### src/hdl/assert_macros.svh
// Assertion helpers shared by spq_outreg and sorted_array_priority_queue.
`ifndef ASSERT_MACROS_SVH
`define ASSERT_MACROS_SVH

// Concurrent check on the rising clock edge, off while in reset.
`define ASSERT_CLK(label, clock, reset, prop, msg) \
  label: assert property (@(posedge clock) disable iff (reset) prop) else $error(msg);

// Concurrent check that also holds through reset.
`define ASSERT_ALWAYS(label, clock, prop, msg) \
  label: assert property (@(posedge clock) prop) else $error(msg);

`endif

### src/hdl/spq_pkg.sv
// ---------------------------------------------------------------------------
// spq_pkg
// Types and constants for the sorted-array priority queue.
// ---------------------------------------------------------------------------
`timescale 1ns / 1ps
`default_nettype none

package spq_pkg;

  localparam int CAPACITY = 8;
  localparam int CNT_W    = $clog2(CAPACITY + 1);

  localparam logic MODE_INSERT = 1'b0;
  localparam logic MODE_DELETE = 1'b1;

  typedef enum logic [1:0] {
    STAT_OK        = 2'd0,
    STAT_OVERFLOW  = 2'd1,
    STAT_UNDERFLOW = 2'd2
  } status_t;

  typedef struct packed {
    logic               mode;
    logic signed [15:0] item_value;
    logic        [7:0]  item_priority;
  } req_t;

  typedef struct packed {
    status_t            status;
    logic signed [15:0] removed_value;
    logic        [7:0]  removed_priority;
    logic        [3:0]  occupancy;
  } rsp_t;

  // Broadcast to every cell for one beat
  typedef struct packed {
    logic               ins;
    logic               del;
    logic signed [15:0] value;
    logic        [7:0]  prio;
  } cmd_t;

  // What a cell shows its neighbours
  typedef struct packed {
    logic               valid;
    logic signed [15:0] value;
    logic        [7:0]  prio;
    logic               less;
  } link_t;

endpackage

`default_nettype wire

### src/hdl/spq_cell.sv
// ---------------------------------------------------------------------------
// spq_cell
// One slot of the sorted array: keeps, shifts right on insert, shifts left
// on delete.
// ---------------------------------------------------------------------------
`timescale 1ns / 1ps
`default_nettype none

module spq_cell (
  input  wire logic           clk,
  input  wire logic           rst,
  input  wire spq_pkg::cmd_t  cmd,
  input  wire spq_pkg::link_t left,
  input  wire spq_pkg::link_t right,
  output spq_pkg::link_t      here
);

  logic               valid;
  logic signed [15:0] value;
  logic        [7:0]  prio;
  logic               valid_next;
  logic signed [15:0] value_next;
  logic        [7:0]  prio_next;

  assign here.valid = valid;
  assign here.value = value;
  assign here.prio  = prio;
  // sorted, so these flags form a prefix of the chain
  assign here.less  = valid && (prio < cmd.prio);

  always_comb begin
    valid_next = valid;
    value_next = value;
    prio_next  = prio;
    priority if (cmd.ins) begin
      if (here.less) begin
        // stays put
      end else if (left.less) begin
        valid_next = 1'b1;
        value_next = cmd.value;
        prio_next  = cmd.prio;
      end else begin
        valid_next = left.valid;
        value_next = left.value;
        prio_next  = left.prio;
      end
    end else if (cmd.del) begin
      valid_next = right.valid;
      value_next = right.value;
      prio_next  = right.prio;
    end
  end

  always_ff @(posedge clk) begin
    if (rst) begin
      valid <= 1'b0;
    end else begin
      valid <= valid_next;
    end
  end

  always_ff @(posedge clk) begin
    value <= value_next;
    prio  <= prio_next;
  end

endmodule

`default_nettype wire

### src/hdl/spq_outreg.sv
// ---------------------------------------------------------------------------
// spq_outreg
// Result register with a skid slot, so a beat is taken while one waits.
// ---------------------------------------------------------------------------
`timescale 1ns / 1ps
`default_nettype none

`include "assert_macros.svh"

module spq_outreg (
  input  wire logic          clk,
  input  wire logic          rst,
  input  wire logic          load,
  input  wire spq_pkg::rsp_t result,
  output logic               busy,
  output logic               rsp_valid,
  input  wire logic          rsp_stall,
  output spq_pkg::rsp_t      rsp
);

  logic          skid_valid;
  spq_pkg::rsp_t skid;
  logic          take;

  assign take = rsp_valid && !rsp_stall;
  assign busy = skid_valid;

  always_ff @(posedge clk) begin
    if (rst) begin
      rsp_valid  <= 1'b0;
      skid_valid <= 1'b0;
    end else if (skid_valid) begin
      if (take) begin
        skid_valid <= 1'b0;
      end
    end else if (load) begin
      if (rsp_valid && !take) begin
        skid_valid <= 1'b1;
      end else begin
        rsp_valid <= 1'b1;
      end
    end else if (take) begin
      rsp_valid <= 1'b0;
    end
  end

  always_ff @(posedge clk) begin
    if (skid_valid) begin
      if (take) begin
        rsp <= skid;
      end
    end else if (load) begin
      if (rsp_valid && !take) begin
        skid <= result;
      end else begin
        rsp <= result;
      end
    end
  end

  `ASSERT_ALWAYS(a_skid_behind_out, clk, rst || !skid_valid || rsp_valid, "skid full with output empty")
  `ASSERT_CLK(a_no_load_when_busy, clk, rst, skid_valid |-> !load, "beat loaded while skid full")
  `ASSERT_CLK(a_skid_drains, clk, rst, (skid_valid && take) |=> (rsp_valid && !skid_valid), "skid failed to drain")

endmodule

`default_nettype wire

### src/hdl/sorted_array_priority_queue.sv
// ---------------------------------------------------------------------------
// sorted_array_priority_queue
// Bounded priority queue kept as a chain of compare-and-shift cells.
// ---------------------------------------------------------------------------
//  channel | valid     | stall     | payload | dir
//  --------+-----------+-----------+---------+-----
//  request | req_valid | req_stall | req     | in
//  result  | rsp_valid | rsp_stall | rsp     | out
//
//  One request per cycle while req_stall is low; its result is registered.
//  Each cell compares its own priority with the new one, so the chain
//  length does not lengthen the path beyond one compare and a neighbour mux.
//  req_stall rises only while a result waits in the skid slot.
//  rst empties the queue and drops any pending result.
// ---------------------------------------------------------------------------
`timescale 1ns / 1ps
`default_nettype none

`include "assert_macros.svh"

module sorted_array_priority_queue (
  input  wire logic          clk,
  input  wire logic          rst,
  input  wire logic          req_valid,
  output logic               req_stall,
  input  wire spq_pkg::req_t req,
  output logic               rsp_valid,
  input  wire logic          rsp_stall,
  output spq_pkg::rsp_t      rsp
);

  localparam int CAP = spq_pkg::CAPACITY;
  localparam int CW  = spq_pkg::CNT_W;

  logic [CW-1:0]   count;
  logic [CW-1:0]   count_next;
  logic            accept;
  logic            full;
  logic            empty;
  logic            busy;
  spq_pkg::cmd_t   cmd;
  spq_pkg::rsp_t   result;
  spq_pkg::link_t  head_edge;
  spq_pkg::link_t  tail_edge;
  spq_pkg::link_t  links [CAP];
  logic [CAP-1:0]  valids;
  logic [CW+3:0]   occ_wide;

  assign req_stall = busy;
  assign accept    = req_valid && !req_stall;
  assign full      = (count == CW'(CAP));
  assign empty     = (count == '0);

  assign cmd.ins   = accept && (req.mode == spq_pkg::MODE_INSERT) && !full;
  assign cmd.del   = accept && (req.mode == spq_pkg::MODE_DELETE) && !empty;
  assign cmd.value = req.item_value;
  assign cmd.prio  = req.item_priority;

  // the new entry lands in front of the first cell not marked less
  assign head_edge = '{valid: 1'b1, value: '0, prio: '0, less: 1'b1};
  assign tail_edge = '{valid: 1'b0, value: '0, prio: '0, less: 1'b0};

  for (genvar i = 0; i < CAP; i++) begin : g_cell
    spq_cell u_cell (
      .clk   (clk),
      .rst   (rst),
      .cmd   (cmd),
      .left  ((i == 0) ? head_edge : links[(i == 0) ? 0 : i - 1]),
      .right ((i == CAP - 1) ? tail_edge : links[(i == CAP - 1) ? i : i + 1]),
      .here  (links[i])
    );
    assign valids[i] = links[i].valid;
  end

  always_comb begin
    count_next = count;
    if (cmd.ins) begin
      count_next = count + 1'b1;
    end else if (cmd.del) begin
      count_next = count - 1'b1;
    end
  end

  always_ff @(posedge clk) begin
    if (rst) begin
      count <= '0;
    end else begin
      count <= count_next;
    end
  end

  assign occ_wide = (CW + 4)'(count_next);

  always_comb begin
    result.status           = spq_pkg::STAT_OK;
    result.removed_value    = '0;
    result.removed_priority = '0;
    result.occupancy        = occ_wide[3:0];
    if (req.mode == spq_pkg::MODE_INSERT) begin
      if (full) begin
        result.status = spq_pkg::STAT_OVERFLOW;
      end
    end else if (empty) begin
      result.status = spq_pkg::STAT_UNDERFLOW;
    end else begin
      result.removed_value    = links[0].value;
      result.removed_priority = links[0].prio;
    end
  end

  spq_outreg u_outreg (
    .clk       (clk),
    .rst       (rst),
    .load      (accept),
    .result    (result),
    .busy      (busy),
    .rsp_valid (rsp_valid),
    .rsp_stall (rsp_stall),
    .rsp       (rsp)
  );

  `ASSERT_CLK(a_count_bound, clk, rst, count <= CW'(CAP), "entry count above capacity")
  `ASSERT_CLK(a_count_matches_cells, clk, rst, $countones(valids) == 32'(count), "count disagrees with cells")
  `ASSERT_CLK(a_valid_prefix, clk, rst, $onehot0(valids + 1'b1) || (valids + 1'b1) == '0, "holes in cell chain")
  `ASSERT_CLK(a_delete_shrinks, clk, rst, cmd.del |=> count == $past(count) - 1'b1, "delete left count unchanged")

endmodule

`default_nettype wire
### config.mk
export PLATFORM = sky130hd
export DESIGN_NAME = sorted_array_priority_queue
export DESIGN_NICKNAME = d
export VERILOG_FILES = /design/src/hdl/spq_pkg.sv /design/src/hdl/spq_cell.sv /design/src/hdl/spq_outreg.sv /design/src/hdl/sorted_array_priority_queue.sv
export VERILOG_INCLUDE_DIRS = /design/src /design/src/hdl
export SDC_FILE = /design/constraint.sdc
export NUM_CORES = 1
export LEC_CHECK = 0
export ABC_AREA = 1
export BUFFER_PORTS_ARGS = -buffer_cell sky130_fd_sc_hd__buf_4
export CORE_MARGIN = 2
export CORE_UTILIZATION = 40
export DETAILED_ROUTE_END_ITERATION = 8
export SYNTH_ARGS = -nofsm -noshare
export SYNTH_HDL_FRONTEND = slang
export SYNTH_HIERARCHICAL = 1
export SYNTH_SLANG_ARGS = --single-unit
### constraint.sdc
create_clock -name clk -period 4.3 [get_ports clk]
set_clock_uncertainty 0.1 [all_clocks]
set_input_delay 0.645 -clock clk [delete_from_list [all_inputs] [get_ports clk]]
set_output_delay 0.645 -clock clk [all_outputs]
set_load 0.1 [all_outputs]
---- Word-level counts from Yosys, hierarchy flattened ----
Index checks and enable logic that the tools add are counted.
cells by class
  add/sub/neg operators ................... 2
  muxes and demuxes ....................... 111
  reductions and logical operators ........ 35
  bitwise operators ....................... 2
  magnitude comparators ................... 8
  equality and inequality tests ........... 12
operators by type and width
  cell                 count
  $mux 16              31
  $mux 8               31
  $mux 30              4
  $lt 8x8->1           8
  $mux 24              2
  $mux 1               39
  $ne 2x2->1 const B   10
  $reduce_and 2->1     8
  $logic_and 1x1->1    15
  $reduce_and 3->1     3
  $mux 4               2
  $reduce_bool 2->1    3
  $logic_not 1->1      5
  $add 4x1->4 const B  1
  $eq 4x4->1 const B   1
  $logic_not 4->1      1
  $mux 2               2
  $sub 4x1->4 const B  1
  $ne 2x1->1 const B   1
  $not 1->1            2
storage, ports and cells
  output and inout bits ................... 32
  word-level logic and storage cells ...... 205
  input bits .............................. 29
  flip-flop bits (word level) ............. 266

---- Longest topological paths before layout ----
Gate-level depths: netlist (run 1).
  depth after elaboration ................. 9
  mapped depth ............................ 15
  gate-level depth less buffers ........... 15

---- By module ----
The synthesis (run 1) kept the hierarchy.
modules (own cells, without submodules)
  module                       area each (sq um)  seq. area each (sq um)  instances  cells each
  spq_cell                     1492.7             740.7                   8          184
  spq_outreg                   2372.3             1841.8                  1          177
  sorted_array_priority_queue  571.8              80.1                    1          111

---- Worst setup path before layout (run 1) ----
Ideal clock, no wire load.
  path kind ............................... register to register
  start point ............................. register u_outreg.skid_valid, in the netlist u_outreg/busy
  end point ............................... register u_outreg/rsp[0] (netlist name)
  stages on the path, launching flop included .. 4
  path buffers ............................ 1
  period minus slack after synthesis ...... 3416 ps
  setup slack ............................. 884 ps
  data required time ...................... 3773 ps
  data arrival time ....................... 2889 ps
  library setup time ...................... 427 ps
  path through ............................ dfxtp_1 buf_6 nand2_1 a21oi_1
between the ends
  longest elaborated chain between the ends .. 4
  elaborated cells between the ends (all ways) .. 6
  classes of those cells .................. 2 x eq/ne; 4 x reduce/logical
ends and longest elaborated chain
  element                       RTL line                           text
  start, declared               spq_outreg.sv:21                   logic skid_valid;
  start signal, assigned        spq_outreg.sv:31                   skid_valid <= 1'b0;
  start signal, assigned        spq_outreg.sv:34                   skid_valid <= 1'b0;
  start signal, assigned        spq_outreg.sv:38                   skid_valid <= 1'b1;
  $logic_not 1->1               sorted_array_priority_queue.sv:50  assign accept = req_valid && !req_stall;
  $logic_and 1x1->1             sorted_array_priority_queue.sv:50
  $reduce_bool 2->1 (no line)   --
  $reduce_and 3->1 (no line) *  --
Mark *: on every way between the ends. The rest lies on a longest branch, timed or not.
A chain may end at the register's enable or synchronous reset.

==> results of run 1 <==
==> area by class of cell <==
class | instances | area, um2 | share of cell area
flip-flops and latches | 266 | 7850 | 0.470
inverters | 191 | 727 | 0.0436
well taps | 468 | 586 | 0.0351
multi-input cells | 1267 | 5950 | 0.357
clock buffers | 38 | 781 | 0.0468
clock inverters | 14 | 104 | 0.00622
repair buffers | 91 | 696 | 0.0417
==> worst max-delay path, cell delays in order, from the launching register on <==
cell and delay [ps]:
dfxtp_1 370, inv_1 110, ha_1 290, nand3_2 130, nand3_2 130, inv_4 600, buf_4 400, nand3_1 140
and2_1 160, buf_4 230
==> stage by stage <==
step / setup WS [ps] / hold WS, ps / util / instance area, um2 / power (mW)
after detailed placement: 1150 / 404 / 0.432 / 15800 / 4.89
final: 1320 / 318 / 0.456 / 16700 / 7.19
after global placement: 1220 / 399 / 0.432 / 15800 / 4.85
after floorplan: 884 / 390 / - / 15100 / 4.47
after CTS: 1270 / 296 / 0.456 / 16700 / 7.24
after global routing: 1030 / 315 / 0.456 / 16700 / 7.56
==> sequential cells by signal, summed over array words and instances (netlist names) <==
register / cells
u_outreg/rsp: 30
u_outreg/rsp_valid: 1
g_cell.u_cell/valid: 8
u_outreg/skid: 30
u_outreg/busy: 1
g_cell.u_cell/value: 128
g_cell.u_cell/prio: 64
count: 4
==> layer usage <==
metal,up-vias,track usage,part of all wire,wire (um)
met4,0,0.0635,0.033,1230
met5,-,0,0,0
met2,367,0.299,0.43,15800
li1,5947,-,-,-
met3,65,0.0202,0.060,2220
met1,5472,0.285,0.48,17700
==> power groups by stage <==
stage / Sequential [mW] / Clock (mW) / Combinational, mW
2_1_floorplan: 3.62 / 0 / 0.851
3_3_place_gp: 3.47 / 0 / 1.38
3_5_place_dp: 3.47 / 0 / 1.41
4_1_cts: 3.42 / 2.39 / 1.42
5_1_grt: 3.45 / 2.50 / 1.61
6_report: 3.43 / 2.34 / 1.42
==> path summary, 6_finish.rpt <==
| check | startpoint | to | slack, ps |
|---|---|---|---|
| setup / recovery | count[0] | g_cell[1].u_cell/value[9] | 1320 |
| hold / removal | rst | u_outreg/busy | 320 |
| setup reg to reg | count[0] | g_cell[1].u_cell/value[9] | 1320 |
| hold reg to reg | u_outreg/skid[27] | u_outreg/rsp[27] | 420 |
==> flow_metrics.env, run 1 <==
export IMPL_hold_class="in2reg"
export IMPL_vias=11900
export IMPL_setup_worst_path_end_class="flip-flop"
export IMPL_p_seq_frac=0.477
export IMPL_hold_buffers=0
export IMPL_grt_use_total=0.194
export IMPL_grt_first_pass_wirelength_um=60800
export IMPL_io_pins=61
export IMPL_chipHeight_um=197
export IMPL_drtIter0Drc=1036
export IMPL_place_congestion=0.860
export IMPL_status="finished, final reports clean"
export IMPL_die_w_um=197
export IMPL_place_hpwl_um=26900
export IMPL_maxSlewViolCount=0
export IMPL_synth_warnings=6
export IMPL_numCtsBuffers=30
export IMPL_p_per_area_mw_per_mm2=431
export IMPL_whs_path_depth=2
export IMPL_cts_root_buffer="clkbuf_16"
export IMPL_syn_to_final_growth_pct=12.2
export IMPL_io_buffer_count=60
export IMPL_grt_pass1_vias=11300
export IMPL_p_leak_nw=7.30
export IMPL_num_nets_final=1935
export IMPL_peakVddDrop_uv=294
export IMPL_r2r_cells=9
export IMPL_dp_cells=2283
export IMPL_initial_utilization=0.406
export IMPL_cts_repair_resized=0
export IMPL_setup_viol=0
export IMPL_clkSinkCount=266
export IMPL_worstSetupPathType="reg2reg"
export IMPL_drcViolationCount=0
export IMPL_fin_crit_ps=2980
export IMPL_required_ps=4480
export IMPL_first_pass_iters=5
export IMPL_netlist_area_mm2=0.0149
export IMPL_path_max_fanout=79
export IMPL_nFillCells=3625
export IMPL_die_area_mm2=0.0388
export IMPL_clockBufferDepth=3
export IMPL_drv_cap=0
export IMPL_finalHoldViolations=0
export IMPL_layoutNonFillerInstCount=2335
export IMPL_wl_um=37000
export IMPL_htree_num_levels=1
export IMPL_period_share=0.693
export IMPL_wl_per_cell_um=15.8
export IMPL_syn_inst=1758
export IMPL_maxSlewHeadroom=0.224
export IMPL_switching_share=0.309
export IMPL_grt_overflow=0
export IMPL_core_mm2=0.0366
export IMPL_final_cell_mix="nand2_1 (421), edfxtp_1 (252), nor2_1 (251)"
export IMPL_postRouteAntennaNets=0
export IMPL_drive_gt1_frac=0.0878
export IMPL_fmax_mhz=336
export IMPL_cts_tree="yes"
export IMPL_start_kind="flip-flop"
export IMPL_pwr_share_clk=0.326
export IMPL_via_per_inst=5.08
export IMPL_finalSetupTns_ps=0
export IMPL_avgSynthCellArea_um2=8.46
export IMPL_cp_arrival_ps=3160
export IMPL_post_cts_buffers=0
export IMPL_insertedDiodeCount=0
export IMPL_p_int_mw=4.97
export IMPL_clk_pin_slew_ps=60
export IMPL_final_common_cell="nand2_1"
export IMPL_grt_max_degree=80
export IMPL_core_rowCount=70
export IMPL_switching_power_mw=2.22
export IMPL_worstMarginPinSlew_ps=1160
export IMPL_p_comb_frac=0.197
export IMPL_rsz0062_at_grt="no"
export IMPL_clk_insertion_delay_late_ps=560
export IMPL_antenna_found_initial=0
Note: power is estimated with default switching activity, not from simulation.
==> run 2, diff against run 1 <==
==> constraint.sdc (replaced) <==
create_clock -name clk -period 2.51 [get_ports clk]
set_clock_uncertainty 0.1 [all_clocks]
set_input_delay 0.3765 -clock clk [delete_from_list [all_inputs] [get_ports clk]]
set_output_delay 0.3765 -clock clk [all_outputs]
set_load 0.1 [all_outputs]
==> run 2 against run 1 <==
Effect of this change: final cell count grew 0.81%; maximum frequency grew 29%; count of clock-buffer cells in the layout decreased by 1; largest power group unchanged; global-route usage down 0.98 points; highest routed layer unchanged; flip-flop and latch count unchanged.
==> flow_metrics.env, run 2 (synthesized netlist as in run 1, its figures left out) <==
export IMPL_reg_top3="g_cell.u_cell/value: 128 flops, g_cell.u_cell/prio: 64 flops"
export IMPL_peakVddDrop_uv=467
export IMPL_p_leak_nw=7.43
export IMPL_drcViolationCount=0
export IMPL_rsz0062_at_grt="no"
export IMPL_clk_insertion_delay_late_ps=560
export IMPL_place_congestion=0.845
export IMPL_drv_cap=0
export IMPL_io_pins=61
export IMPL_wl_per_cell_um=14.9
export IMPL_final_common_cell="nand2_1"
export IMPL_die_area_mm2=0.0388
export IMPL_insertedDiodeCount=0
export IMPL_num_nets_final=1951
export IMPL_finalHoldViolations=0
export IMPL_vias=11600
export IMPL_grt_use_total=0.184
export IMPL_post_cts_buffers=0
export IMPL_antenna_found_initial=0
export IMPL_core_rowCount=70
export IMPL_grt_overflow=0
export IMPL_drtIter0Drc=788
export IMPL_wl_um=35100
export IMPL_period_share=0.921
export IMPL_place_hpwl_um=26100
export IMPL_syn_to_final_growth_pct=13.7
export IMPL_worstSetupPathType="reg2reg"
export IMPL_fin_crit_ps=2310
export IMPL_cts_tree="yes"
export IMPL_final_cell_mix="nand2_1 (421), edfxtp_1 (252), nor2_1 (251)"
export IMPL_largest_reg_flops=128
export IMPL_clk_pin_slew_ps=60
export IMPL_chipHeight_um=197
export IMPL_start_kind="flip-flop"
export IMPL_core_mm2=0.0366
export IMPL_postRouteAntennaNets=0
export IMPL_first_pass_iters=5
export IMPL_required_ps=2780
export IMPL_numCtsBuffers=30
export IMPL_drive_gt1_frac=0.100
export IMPL_initial_utilization=0.406
export IMPL_p_per_area_mw_per_mm2=732
export IMPL_setup_viol=0
export IMPL_status="finished, final reports clean"
export IMPL_nFillCells=3543
export IMPL_setup_ws_ps=198
export IMPL_grt_pass1_vias=11200
export IMPL_hold_class="in2reg"
export IMPL_startpoint="count[0]"
export IMPL_cp_endpoint="g_cell[5].u_cell/value[15]"
export IMPL_die_w_um=197
export IMPL_clockBufferDepth=3
export IMPL_rrSetupSlack_ps=200
export IMPL_cts_root_buffer="clkbuf_16"
export IMPL_fmax_mhz=433
export IMPL_io_buffer_count=60
export IMPL_maxSlewViolCount=0
export IMPL_setup_worst_path_end_class="flip-flop"
export IMPL_grt_max_degree=53
export IMPL_cp_arrival_ps=2580
export IMPL_dp_worst_setup_slack_ps=8.81
export IMPL_via_per_inst=4.93
export IMPL_clkSinkCount=266
export IMPL_r2r_end="g_cell[5].u_cell/value[15]"
export IMPL_path_max_fanout=52
export IMPL_finalSetupTns_ps=0
export IMPL_post_route_util=0.462
export IMPL_regMostFlops="g_cell.u_cell/value"
export IMPL_grt_first_pass_wirelength_um=58100
export IMPL_r2r_cells=9
export IMPL_rr_startpoint="count[0]"
export IMPL_htree_num_levels=1
## run 2: cell count changes in the layout (fill, tap and decap cells not counted), moves of 4 or more
cell      change
clkinv_1      +5
buf_4        +12
and2_4        +8
buf_12        +4
and2_1        -8
## run 2: layout make-up
type                       instances  area, um2  share of cell area
sequential                       266       7850               0.464
clock inverter                    18        111             0.00658
inverter                         191        727              0.0430
clock buffer                      37        798              0.0472
tap                              468        586              0.0346
timing repair buffer             107        866              0.0512
multi-input combinational       1267       5980               0.353
## run 2: layer usage
metal / GRT usage / wire (um) / part of all wire / vias to the layer above
met5: 0 / 0 / 0 / -
met4: 0.0409 / 593 / 0.017 / 0
met3: 0.0209 / 2100 / 0.060 / 40
met2: 0.294 / 15600 / 0.44 / 329
met1: 0.269 / 16800 / 0.48 / 5271
li1: - / - / - / 5976
## run 2: critical path: stages (launching register included)
cell and delay (ps):
dfxtp_1 390, inv_1 80, ha_1 230, nand3_2 90
nand3_2 100, inv_4 80, buf_12 200, buf_4 420
o21ai_0 200, o21ai_0 220
## run 2: what timing repair did
| action | CTS | global route |
|---|---|---|
| endpoints found under the hold margin | 0 | 0 |
| hold buffers | 0 | 0 |
| gates resized for setup | 1 | 7 |
| setup endpoints to repair | 24 | 168 |
## run 2: worst min-delay path by stage
stage                     slack (ps)          endpoint  cells past startpoint               from
after global placement           400  u_outreg/rsp[21]                      2  u_outreg/skid[21]
after detailed placement         400  u_outreg/rsp[25]                      2  u_outreg/skid[25]
after global routing              40     u_outreg/busy                      2                rst
after CTS                          6     u_outreg/busy                      2                rst
final                             20     u_outreg/busy                      2                rst
after floorplan                  330     u_outreg/busy                      1                rst
## run 2: per-stage QoR
step / area, um2 / power [mW] / std cells / hold WS (ps)
2_1_floorplan: 15100 / 7.66 / 1813 / 332
3_3_place_gp: 16000 / 8.32 / 2299 / 399
3_5_place_dp: 16000 / 8.39 / 2299 / 404
4_1_cts: 16900 / 12.5 / 2354 / 6.45
5_1_grt: 16900 / 13.0 / 2354 / 44.3
6_report: 16900 / 12.4 / 2354 / 19.6
## run 2: where the power goes
part | internal, mW | switching, mW | leakage (nW)
clock network | 2.34 | 1.73 | 0.441
logic | 0.741 | 1.74 | 4.46
registers | 5.55 | 0.294 | 2.52
total | 8.63 | 3.76 | 7.43
